**src/hdl/mbpuf_pkg.sv**
```systemverilog
// ---------------------------------------------------------------------------
// mbpuf_pkg: shared types and constants for the masked byte pattern finder
// Sizes, status and register codes, and the aligned pattern bundle.
// ---------------------------------------------------------------------------
package mbpuf_pkg;

    localparam int PATTERN_BYTES = 16;
    localparam int ADDR_BITS     = 48;
    localparam int REG_BYTES     = 16;   // pattern bytes held in the registers
    localparam int LEN_IN_BITS   = 5;
    localparam int LEN_BITS      = $clog2(PATTERN_BYTES + 1);
    localparam int REG_IDX_BITS  = $clog2(REG_BYTES);
    localparam int IDX_BITS      = (LEN_BITS > REG_IDX_BITS + 1) ? LEN_BITS : REG_IDX_BITS + 1;
    localparam int CFG_IDX_BITS  = 8;
    localparam int CFG_DATA_BITS = 64;

    typedef enum logic [1:0] {
        STATUS_FOUND     = 2'd0,
        STATUS_NOT_FOUND = 2'd1,
        STATUS_AMBIGUOUS = 2'd2,
        STATUS_EMPTY     = 2'd3
    } scan_status_t;

    localparam logic [CFG_IDX_BITS-1:0] CFG_PATTERN_LOW  = 8'd0;
    localparam logic [CFG_IDX_BITS-1:0] CFG_PATTERN_HIGH = 8'd1;
    localparam logic [CFG_IDX_BITS-1:0] CFG_CARE_MASK    = 8'd2;
    localparam logic [CFG_IDX_BITS-1:0] CFG_PATTERN_LEN  = 8'd3;

    // Pattern laid out per window slot, slot 0 being the newest byte.
    typedef struct packed {
        logic [PATTERN_BYTES-1:0][7:0] want;
        logic [PATTERN_BYTES-1:0]      care;
        logic [LEN_BITS-1:0]           len;
    } align_t;

endpackage

```
**src/hdl/masked_byte_pattern_unique_finder.sv**
```systemverilog
// ---------------------------------------------------------------------------
// masked_byte_pattern_unique_finder: wildcard byte signature scanner
// Result path: after the transfer of its scan_last byte, the result of a scan
//   reaches m_valid through the input register, then the result register.
// Throughput: one byte per cycle; only a held result stalls a scan_last byte.
// Reset: synchronous, active low; clears registers, scan state and valids.
// The masked compare is one parallel pass over the 16-byte window.
// ---------------------------------------------------------------------------
module masked_byte_pattern_unique_finder (
    input  logic                                  aclk,
    input  logic                                  aresetn,
    // configuration writes
    input  logic                                  cfg_valid,
    output logic                                  cfg_ready,
    input  logic [mbpuf_pkg::CFG_IDX_BITS-1:0]    cfg_index,
    input  logic [mbpuf_pkg::CFG_DATA_BITS-1:0]   cfg_data,
    // byte stream
    input  logic                                  s_valid,
    output logic                                  s_ready,
    input  logic [7:0]                            s_data_byte,
    input  logic [mbpuf_pkg::ADDR_BITS-1:0]       s_byte_address,
    input  logic                                  s_section_last,
    input  logic                                  s_scan_last,
    // scan result
    output logic                                  m_valid,
    input  logic                                  m_ready,
    output logic [mbpuf_pkg::ADDR_BITS-1:0]       m_match_address,
    output logic [1:0]                            m_scan_status
);

    localparam int PB = mbpuf_pkg::PATTERN_BYTES;
    localparam int AB = mbpuf_pkg::ADDR_BITS;
    localparam int LB = mbpuf_pkg::LEN_BITS;

    // ---------------- configuration registers ----------------
    logic [63:0]                       pat_low_reg;
    logic [63:0]                       pat_high_reg;
    logic [15:0]                       care_reg;
    logic [mbpuf_pkg::LEN_IN_BITS-1:0] len_reg;
    mbpuf_pkg::align_t                 align;

    assign cfg_ready = 1'b1;   // registers take a write every cycle

    always_ff @(posedge aclk) begin
        if (!aresetn) begin
            pat_low_reg  <= '0;
            pat_high_reg <= '0;
            care_reg     <= '0;
            len_reg      <= '0;
        end else if (cfg_valid) begin
            unique case (cfg_index)
                mbpuf_pkg::CFG_PATTERN_LOW:  pat_low_reg  <= cfg_data;
                mbpuf_pkg::CFG_PATTERN_HIGH: pat_high_reg <= cfg_data;
                mbpuf_pkg::CFG_CARE_MASK:    care_reg     <= cfg_data[15:0];
                mbpuf_pkg::CFG_PATTERN_LEN:  len_reg      <= cfg_data[mbpuf_pkg::LEN_IN_BITS-1:0];
                default: ;   // unmapped index: write dropped
            endcase
        end
    end

    // Pattern realigned to window slots by a register behind the configuration
    // registers; an item reaches the compare through the input register.
    mbpuf_pattern_align u_align (
        .aclk               (aclk),
        .aresetn            (aresetn),
        .pattern_bytes_low  (pat_low_reg),
        .pattern_bytes_high (pat_high_reg),
        .care_mask          (care_reg),
        .pattern_length     (len_reg),
        .align              (align)
    );

    // ---------------- input register ----------------
    logic          s1_valid_reg;
    logic [7:0]    s1_data_reg;
    logic [AB-1:0] s1_addr_reg;
    logic          s1_sec_last_reg;
    logic          s1_scan_last_reg;
    logic          out_free;
    logic          s1_adv;

    logic          out_valid_reg;
    logic [AB-1:0] out_addr_reg;
    logic [1:0]    out_status_reg;

    // A scan_last byte only moves on when the result register can take it.
    assign out_free = !out_valid_reg || m_ready;
    assign s1_adv   = s1_valid_reg && (!s1_scan_last_reg || out_free);
    assign s_ready  = !s1_valid_reg || s1_adv;

    always_ff @(posedge aclk) begin
        if (!aresetn) begin
            s1_valid_reg <= 1'b0;
        end else if (s_valid && s_ready) begin
            s1_valid_reg <= 1'b1;
        end else if (s1_adv) begin
            s1_valid_reg <= 1'b0;
        end
    end

    always_ff @(posedge aclk) begin
        if (s_valid && s_ready) begin
            s1_data_reg      <= s_data_byte;
            s1_addr_reg      <= s_byte_address;
            s1_sec_last_reg  <= s_section_last;
            s1_scan_last_reg <= s_scan_last;
        end
    end

    // ---------------- scan state ----------------
    logic [PB-1:0][7:0] window_reg;
    logic [PB-1:0][7:0] window_next;
    logic [LB-1:0]      fill_reg;
    logic [LB-1:0]      fill_inc;
    logic [LB-1:0]      fill_next;
    logic [AB-1:0]      first_addr_reg;
    logic [AB-1:0]      first_addr_next;
    logic               seen_reg;
    logic               seen_next;
    logic               amb_reg;
    logic               amb_next;
    logic [PB-1:0]      slot_ok;
    logic               hit;
    logic [AB-1:0]      start_addr;
    logic [AB-1:0]      res_addr;
    logic [1:0]         res_status;

    // Window after this byte shifts in; slot 0 is the newest byte.
    always_comb begin
        window_next[0] = s1_data_reg;
        for (int j = 1; j < PB; j++) begin
            window_next[j] = window_reg[j-1];
        end
    end

    assign fill_inc = (int'(fill_reg) < PB) ? fill_reg + LB'(1) : fill_reg;

    always_comb begin
        for (int j = 0; j < PB; j++) begin
            slot_ok[j] = !align.care[j] || (window_next[j] == align.want[j]);
        end
    end

    // The section must hold at least len bytes; an empty pattern never hits.
    assign hit        = (align.len != '0) && (fill_inc >= align.len) && (&slot_ok);
    assign start_addr = s1_addr_reg - AB'(align.len) + AB'(1);

    always_comb begin
        seen_next       = seen_reg | hit;
        amb_next        = amb_reg | (hit & seen_reg);
        first_addr_next = seen_reg ? first_addr_reg : (hit ? start_addr : first_addr_reg);
        fill_next       = (s1_sec_last_reg || s1_scan_last_reg) ? '0 : fill_inc;

        priority if (align.len == '0) begin
            res_status = mbpuf_pkg::STATUS_EMPTY;
            res_addr   = '0;
        end else if (amb_next) begin
            res_status = mbpuf_pkg::STATUS_AMBIGUOUS;
            res_addr   = '0;
        end else if (seen_next) begin
            res_status = mbpuf_pkg::STATUS_FOUND;
            res_addr   = first_addr_next;
        end else begin
            res_status = mbpuf_pkg::STATUS_NOT_FOUND;
            res_addr   = '0;
        end
    end

    // Window content past fill is never looked at, so it needs no reset.
    always_ff @(posedge aclk) begin
        if (s1_adv) begin
            window_reg <= window_next;
        end
    end

    always_ff @(posedge aclk) begin
        if (!aresetn) begin
            fill_reg       <= '0;
            first_addr_reg <= '0;
            seen_reg       <= 1'b0;
            amb_reg        <= 1'b0;
        end else if (s1_adv) begin
            fill_reg <= fill_next;
            if (s1_scan_last_reg) begin
                // end of scan: start the next one clean
                first_addr_reg <= '0;
                seen_reg       <= 1'b0;
                amb_reg        <= 1'b0;
            end else begin
                first_addr_reg <= first_addr_next;
                seen_reg       <= seen_next;
                amb_reg        <= amb_next;
            end
        end
    end

    // ---------------- result register ----------------
    always_ff @(posedge aclk) begin
        if (!aresetn) begin
            out_valid_reg <= 1'b0;
        end else if (s1_adv && s1_scan_last_reg) begin
            out_valid_reg <= 1'b1;
        end else if (m_ready) begin
            out_valid_reg <= 1'b0;
        end
    end

    always_ff @(posedge aclk) begin
        if (s1_adv && s1_scan_last_reg) begin
            out_addr_reg   <= res_addr;
            out_status_reg <= res_status;
        end
    end

    assign m_valid         = out_valid_reg;
    assign m_match_address = out_addr_reg;
    assign m_scan_status   = out_status_reg;

`ifndef NO_ASSERTIONS
    a_addr_zero_unless_found: assert property (@(posedge aclk) disable iff (!aresetn)
        m_valid && (m_scan_status != mbpuf_pkg::STATUS_FOUND) |-> m_match_address == '0)
        else $error("match address nonzero without a unique match");

    a_amb_implies_seen: assert property (@(posedge aclk) disable iff (!aresetn)
        amb_reg |-> seen_reg)
        else $error("ambiguous flag set without a first match");

    a_fill_bounded: assert property (@(posedge aclk) disable iff (!aresetn)
        int'(fill_reg) <= PB)
        else $error("section fill past window depth");

    a_scan_end_clears: assert property (@(posedge aclk) disable iff (!aresetn)
        s1_adv && s1_scan_last_reg |=> !seen_reg && !amb_reg && (fill_reg == '0) && m_valid)
        else $error("scan state not cleared or result missing after scan end");
`endif

endmodule

```
**src/hdl/mbpuf_pattern_align.sv**
```systemverilog
// ---------------------------------------------------------------------------
// mbpuf_pattern_align: maps the configured pattern onto window slots
// Registers the expected byte and care bit of every window slot, and the length.
// ---------------------------------------------------------------------------
module mbpuf_pattern_align (
    input  logic                                 aclk,
    input  logic                                 aresetn,
    input  logic [63:0]                          pattern_bytes_low,
    input  logic [63:0]                          pattern_bytes_high,
    input  logic [15:0]                          care_mask,
    input  logic [mbpuf_pkg::LEN_IN_BITS-1:0]    pattern_length,
    output mbpuf_pkg::align_t                    align
);

    mbpuf_pkg::align_t align_reg;
    mbpuf_pkg::align_t align_next;

    always_comb begin
        logic [mbpuf_pkg::REG_BYTES-1:0][7:0] pat;
        logic [mbpuf_pkg::LEN_BITS-1:0]       len_c;
        logic [mbpuf_pkg::IDX_BITS-1:0]       k;
        pat = {pattern_bytes_high, pattern_bytes_low};
        if (int'(pattern_length) > mbpuf_pkg::PATTERN_BYTES) begin
            len_c = mbpuf_pkg::LEN_BITS'(mbpuf_pkg::PATTERN_BYTES);
        end else begin
            len_c = mbpuf_pkg::LEN_BITS'(pattern_length);
        end
        align_next.len = len_c;
        for (int j = 0; j < mbpuf_pkg::PATTERN_BYTES; j++) begin
            // slot j holds pattern byte (len - 1 - j)
            k = mbpuf_pkg::IDX_BITS'(len_c) - mbpuf_pkg::IDX_BITS'(1)
                - mbpuf_pkg::IDX_BITS'(j);
            align_next.want[j] = 8'd0;
            align_next.care[j] = 1'b0;
            if (j < int'(len_c) && int'(k) < mbpuf_pkg::REG_BYTES) begin
                align_next.want[j] = pat[k[mbpuf_pkg::REG_IDX_BITS-1:0]];
                align_next.care[j] = care_mask[k[mbpuf_pkg::REG_IDX_BITS-1:0]];
            end
        end
    end

    always_ff @(posedge aclk) begin
        if (!aresetn) begin
            align_reg <= '0;
        end else begin
            align_reg <= align_next;
        end
    end

    assign align = align_reg;

endmodule
```
**config.mk**
```make
export PLATFORM = sky130hd
export DESIGN_NAME = masked_byte_pattern_unique_finder
export DESIGN_NICKNAME = d
export VERILOG_FILES = /design/src/hdl/mbpuf_pkg.sv /design/src/hdl/masked_byte_pattern_unique_finder.sv /design/src/hdl/mbpuf_pattern_align.sv
export SDC_FILE = /design/constraint.sdc
export NUM_CORES = 1
export LEC_CHECK = 0
export ABC_AREA = 1
export BUFFER_PORTS_ARGS = -buffer_cell sky130_fd_sc_hd__buf_2
export CELL_PAD_IN_SITES_DETAIL_PLACEMENT = 0
export CELL_PAD_IN_SITES_GLOBAL_PLACEMENT = 1
export CORE_MARGIN = 5
export CORE_UTILIZATION = 45
export CTS_CLUSTER_DIAMETER = 30
export DETAILED_ROUTE_END_ITERATION = 16
export HOLD_SLACK_MARGIN = 0.03
export PLACE_DENSITY_LB_ADDON = 0.1
export SLEW_MARGIN = 20
export SYNTH_ARGS = -nofsm -noshare
export SYNTH_HDL_FRONTEND = slang
export SYNTH_HIERARCHICAL = 1
export SYNTH_SLANG_ARGS = --single-unit
```
**constraint.sdc**
```tcl
create_clock -name aclk -period 6 [get_ports aclk]
set_input_delay 0.6 -clock aclk [delete_from_list [all_inputs] [get_ports aclk]]
set_output_delay 0.6 -clock aclk [all_outputs]
set_load 0.01 [all_outputs]
```
==> Word level (Yosys, flattened, before mapping) <==
Index checks and enable logic that the tools add are counted.
{ "word_totals": {"n_memories": 0, "ramBits": 0, "elab_cells": 324, "latchBits": 0, "output_inout_bits": 53, "rom_bits": 0, "register_bits": 583} }
{ "classes": {"muxes": 78, "eq_ne": 19, "shift": 0, "reduce_logical": 88, "bitwise_logic": 4, "n_lt_le_gt_ge": 51, "div": 0, "mul": 0, "n_addsub": 19} }
{ "op_table": {"columns": ["op", "count"], "rows": [
  ["binary-select mux 8 bit (select 4 bit)", 16],
  ["two-way mux 48 bit", 3],
  ["equality test 8 bit", 16],
  ["two-way mux 8 bit", 16],
  ["less-than comparator 5 bit (second input constant)", 17],
  ["less-than comparator 4 x 5 -> 1 bit (second input constant)", 16],
  ["binary-select mux 1 bit (select 4 bit)", 16],
  ["adder 48 x 1 -> 48 bit (second input constant)", 1],
  ["subtractor 48 x 5 -> 48 bit", 1],
  ["less-than comparator 4 x 5 -> 1 bit (first input constant)", 8],
  ["AND reduction 2 bit", 20],
  ["subtractor 5 x 4 -> 5 bit (second input constant)", 8],
  ["two-way mux 1 bit", 24],
  ["logical AND 1 bit", 21],
  ["logical OR 1 bit", 20],
  ["less-than comparator 3 x 5 -> 1 bit (first input constant)", 4],
  ["subtractor 5 x 3 -> 5 bit (second input constant)", 4],
  ["zero test 1 bit", 19],
  ["equality test 8 x 2 -> 1 bit (second input constant)", 2],
  ["AND reduction 16 bit", 1],
  ["two-way mux 5 bit", 3],
  ["less-than comparator 1 x 5 -> 1 bit (first input constant)", 2],
  ["less-than comparator 2 x 5 -> 1 bit (first input constant)", 2],
  ["subtractor 5 x 1 -> 5 bit (second input constant)", 2],
  ["14 further kinds", 17]
]} }

==> Logic depth before layout (Yosys ltp) <==
{ "depth": {"word_depth": 8, "depth_mapped": 24} }

==> Cells and area by module <==
Netlist, hierarchy kept.
{ "modules_own_cells": {"columns": ["module", "area_each_um2", "instances", "cells_each"], "rows": [
  ["masked_byte_pattern_unique_finder", 20913.8, 1, 2507],
  ["mbpuf_pattern_align", 11669.9, 1, 2068]
]} }

==> Least setup slack after synthesis <==
Ideal clock, no wire load.
{ "synth_path": {"path_type": "input to register", "start": "input m_ready", "end": "register out_addr_reg[0], in the netlist m_match_address[0], enable pin", "required_time_ns": 5.595, "setup_ns": 0.405, "path_slack_ns": 0.935, "arrival_time_ns": 4.660, "path_stages": 7, "path_cell_list": "nor2_1 nand2_1 nand2_1 clkbuf_1 inv_1 nand2_1 inv_1"} }
{ "synth_between": {"elab_chain_cells": 4} }
{ "synth_lines": {"columns": ["item", "line", "text"], "rows": [
  ["start: declaration", "masked_byte_pattern_unique_finder.sv:26", "input logic m_ready,"],
  ["logical OR 1 bit", "masked_byte_pattern_unique_finder.sv:87", "assign out_free = !out_valid_reg || m_ready;"],
  ["logical OR 1 bit", "masked_byte_pattern_unique_finder.sv:88", "assign s1_adv = s1_valid_reg && (!s1_scan_last_reg || out_free);"],
  ["logical AND 1 bit", "masked_byte_pattern_unique_finder.sv:88", null],
  ["via s1_adv", "masked_byte_pattern_unique_finder.sv:80", "logic s1_adv;"],
  ["logical AND 1 bit", "masked_byte_pattern_unique_finder.sv:209", "if (s1_adv && s1_scan_last_reg) begin"],
  ["end signal: assignment", "masked_byte_pattern_unique_finder.sv:210", "out_addr_reg <= res_addr;"],
  ["end: declaration", "masked_byte_pattern_unique_finder.sv:83", "logic [AB-1:0] out_addr_reg;"]
]} }
The timed path passes the listed nets, and every way through them passes these cells.
A chain may end at the register's enable or synchronous reset.

==> Worst setup path in the final report <==
{ "layout_path": {"start": "register len_reg[0] in the netlist's numbering", "end": "register u_align.align_reg (netlist bit u_align/align[115])"} }
{ "layout_between": {"elab_chain_cells": 7, "elab_cells_between_ends": 10, "cone_classes": "add/sub (2); order compare (3); mux (3); reduce/logical (2)"} }
{ "layout_lines": {"columns": ["item", "line", "text"], "rows": [
  ["start: declaration", "masked_byte_pattern_unique_finder.sv:39", "logic [mbpuf_pkg::LEN_IN_BITS-1:0] len_reg;"],
  ["start signal: assignment", "masked_byte_pattern_unique_finder.sv:55", "mbpuf_pkg::CFG_PATTERN_LEN: len_reg <= cfg_data[mbpuf_pkg::LEN_IN_BITS-1:0];"],
  ["> comparator 5 bit", "mbpuf_pattern_align.sv:23", "if (int'(pattern_length) > mbpuf_pkg::PATTERN_BYTES) begin"],
  ["two-way mux 5 bit *", "mbpuf_pattern_align.sv:23", null],
  ["subtractor 5 x 1 -> 5 bit", "mbpuf_pattern_align.sv:31", "k = mbpuf_pkg::IDX_BITS'(len_c) - mbpuf_pkg::IDX_BITS'(1)"],
  ["subtractor 5 x 4 -> 5 bit", "mbpuf_pattern_align.sv:32", "- mbpuf_pkg::IDX_BITS'(j);"],
  ["less-than comparator 5 bit", "mbpuf_pattern_align.sv:35", "if (j < int'(len_c) && int'(k) < mbpuf_pkg::REG_BYTES) begin"],
  ["logical AND 1 bit", "mbpuf_pattern_align.sv:35", null],
  ["AND reduction 2 bit (no source line)", null, null],
  ["end signal: assignment", "mbpuf_pattern_align.sv:46", "align_reg <= align_next;"],
  ["end: declaration", "mbpuf_pattern_align.sv:15", "mbpuf_pkg::align_t align_reg;"]
]} }
Mark *: on every way between the ends. The rest lies on a longest branch, timed or not. The select of a mux whose other input is x is not followed.

==> results.md <==
* Outcome: complete, no violations
* Via-to-Cell Ratio at 5.49
* Total grt overflow at 0
* CTS Hold Buffers Added at 11
* Final hold violations at 0
* PortBufs at 186
* Die H at 279 um
* Reg2Reg Launch Point: len_reg[0]$_SDFFE_PN0P_
* Total wire length at approximately 130000 um
* Commonest non-fill, non-tap cell in the layout: nand2_1
* CTS tree: built
* RePlAce Congestion at 1.02
* Hold crit path type: in2reg
* F_max at roughly 220 MHz
* Post-synth top flop: dfxtp_1
* Unrepaired setup endpoints after global routing: no
* Post-placement cell count at 5517
* Initial Util at around 46%
* Mapped Cells at 4575
* Dpl cell area at 0.0339 mm2
* H-tree levels at 4
* Worst Tran Pin Value at 1.08 ns
* Synth warn at 6
* Largest net degree at the start of global routing at ~100
* DR WL/cell at 21.9 um
* VDD IR-drop max at 0.404 mV
* Simple-Gate Fraction of Synth Area at 35.3%
* Multiplexer share of the synthesized area at 0%
* DRT iter0 DRCs at around 3100
* Synth cell types at between 40 and 50
* Post-Layout Cell Count at ~5800
* Antenna viol nets, final at 0
* Leakage at 16.7 nW
* Routed via count at between 30000 and 40000
* Max Slew Vio Count at 0
* Clock sink total at 583
* Post-synth EDFFs at 228
* # IOs at 188
* Post-CTS Setup Repair Bufs at 0
* Internal power at 9.39 mW
* First-pass GRT wire length at 185000 um
* Sw Pwr at 2.90 mW
* Mapped Nets at 4775
* Setup TNS Final at 0 ns
* Slew HR at between 20% and 30%
* Worst-case clock buffer depth at 3
* Syn Area/Cell at 7.12 um2
* Post-Synth Adder-Cell Area at under 10%
* Clock root buffer: clkbuf_16
* Largest register FFs at between 100 and 150
* Combinational power share at 5.5%
* Share of cells above drive strength 1 at 10.7%
* WHS Path Cells at 1
* Reg power frac at 34.6%
* Vias in the first global route at 30200
* Max-cap viol count at 0
* Post-synth ARST share at 0%
* Die X-Extent at 279 um
* Tot GR Track Use at 31.4%
* Design Area, Final at 0.0386 mm2
* DRC Markers at 0
* CP Class: reg2reg
* Endpoints failing setup at 0
* Worst Reg-to-Reg Cells at 15
* CP startpoint kind: flop
* Initial antenna violation count at 1
* Compound-Gate Fraction of Synth Area at 8.34%
* CTS Buf Count at 132
* First-pass iteration count of the detailed router at 6
* Post-synthesis sequential area ratio at 42.8%
* Core Region at 0.0716 mm2
* PwrDens at 318 mW/mm2
* Final period util at 74.8%
* Yosys reg bits at 583
* Clock-pin transition on the worst setup and hold timing paths at about 0.05 ns
* Post-cts resize count at 0
* CP startpoint: len_reg[0]$_SDFFE_PN0P_
* Min Tclk post-route at 4.49 ns
* XOR/XNOR Fraction of Synth Area at 3.74%
* Die area at 0.0779 mm2
* Switch share at a little under a quarter
* Mapped Area at 0.0326 mm2
* WP data arrival at a little over 5 ns
* Most frequent cells in the layout: nand2_1 (1430), nand3_1 (769), dfxtp_1 (354)
* Hpwl dp at 92900 um
* Nets@finish at 4913
* Clock power share at 59.9%
* Worst setup EP type: flop
* Worst EP required at 6.61 ns
* CP Max Fanout at 57
* Worst skew pair latency at 0.72 ns
* Rows at 98
* Area grow syn2layout at 18.6%
* Combinational family with the most area after synthesis: simple AND/OR/NAND/NOR gates
* Min-Delay Startpoint: s_data_byte[5]
* Skew final at around 0.027 ns
[power by group through the flow]
stage / clock network, mW / logic [mW] / registers [mW]
4_1_cts: 7.46 / 0.677 / 4.25
5_1_grt: 7.68 / 0.745 / 4.25
2_1_floorplan: 0 / 0.423 / 4.30
3_3_place_gp: 0 / 0.667 / 4.32
3_5_place_dp: 0 / 0.667 / 4.32
6_report: 7.36 / 0.674 / 4.25
[final cells by class]
cell class	count	area, um2
clock inverter	72	1010
clock buffer	168	3580
multi-input combinational	3431	16300
inverter	333	1250
fill	7118	33000
antenna	3	7.51
timing repair buffer	232	1320
tap	950	1190
sequential	583	14000
[synth_stat cells (9+ instances only)]
cell type     n  area [um2]
buf_4        18         135
o21ai_0     190         951
buf_2        62         310
o21bai_1      9        67.6
buf_1        11        41.3
xnor2_1     113         990
dfxtp_1     355        7110
nor3_1       62         310
nand3b_1     26         195
nand3_1     770        3850
inv_1       321        1200
nand4_1      17         106
edfxtp_1    228        6850
clkbuf_1    121         454
a21oi_1     317        1590
nor2_2        9        56.3
ha_1         64         801
nand2_2      39         244
buf_6        16         180
xor2_1       26         228
nand2_1    1434        5380
nor2_1      322        1210
[through the flow]
step                      hold slack [ns]  util, %  power (mW)  setup WS, ns
final                              0.0642     53.9        12.3          1.51
after global routing               0.0429     53.9        12.7          1.25
after CTS                          0.0303     53.9        12.4          1.62
after detailed placement            0.455     47.3        4.99          1.63
after global placement              0.450     47.3        4.99          1.69
after floorplan                     0.445        -        4.73         0.935
[layer usage]
| metal | vias up | global-route usage [%] | wire [um] |
|---|---|---|---|
| met5 | - | 0 | 0 |
| met4 | 0 | 22.8 | 10700 |
| met3 | 370 | 4.51 | 7370 |
| met2 | 1207 | 52.6 | 59400 |
| met1 | 14700 | 36.7 | 48700 |
| li1 | 15400 | - | - |
[critical path: stages (launching register included)]
cell	delay, ns
dfxtp_4	0.70
nor2_1	0.12
nand2_2	0.11
nand2_4	0.35
nand2_2	0.46
ha_1	0.29
nand3_1	0.16
nand2_2	0.15
buf_4	0.55
ha_1	0.25
inv_1	0.05
o21ai_0	0.37
nand2_1	0.12
nand2_2	0.38
nand2_1	0.09
a21oi_1	0.20
[path summary, 6_finish.rpt]
path / slack, ns / end
worst min-delay path: 0.06 / s1_data_reg[5]$_DFFE_PP_
worst max-delay path: 1.51 / u_align/align[115]$_SDFF_PN0_
worst min register to register: 0.46 / first_addr_reg[25]$_SDFFE_PN0P_
worst max register to register: 1.51 / u_align/align[115]$_SDFF_PN0_
[kinds of logic (layout without fill, tap and decap cells)]
family                     Yosys count  in the layout
AOI/OAI and AO/OA                  532            532
xor gates and xnor gates           139            139
adders and majority gates           65             65
buffers and inverters              561            805
DFF                                583            583
other                                1              4
and+or+nand+nor                   2694           2694
Power figures use the tool's default switching activity.
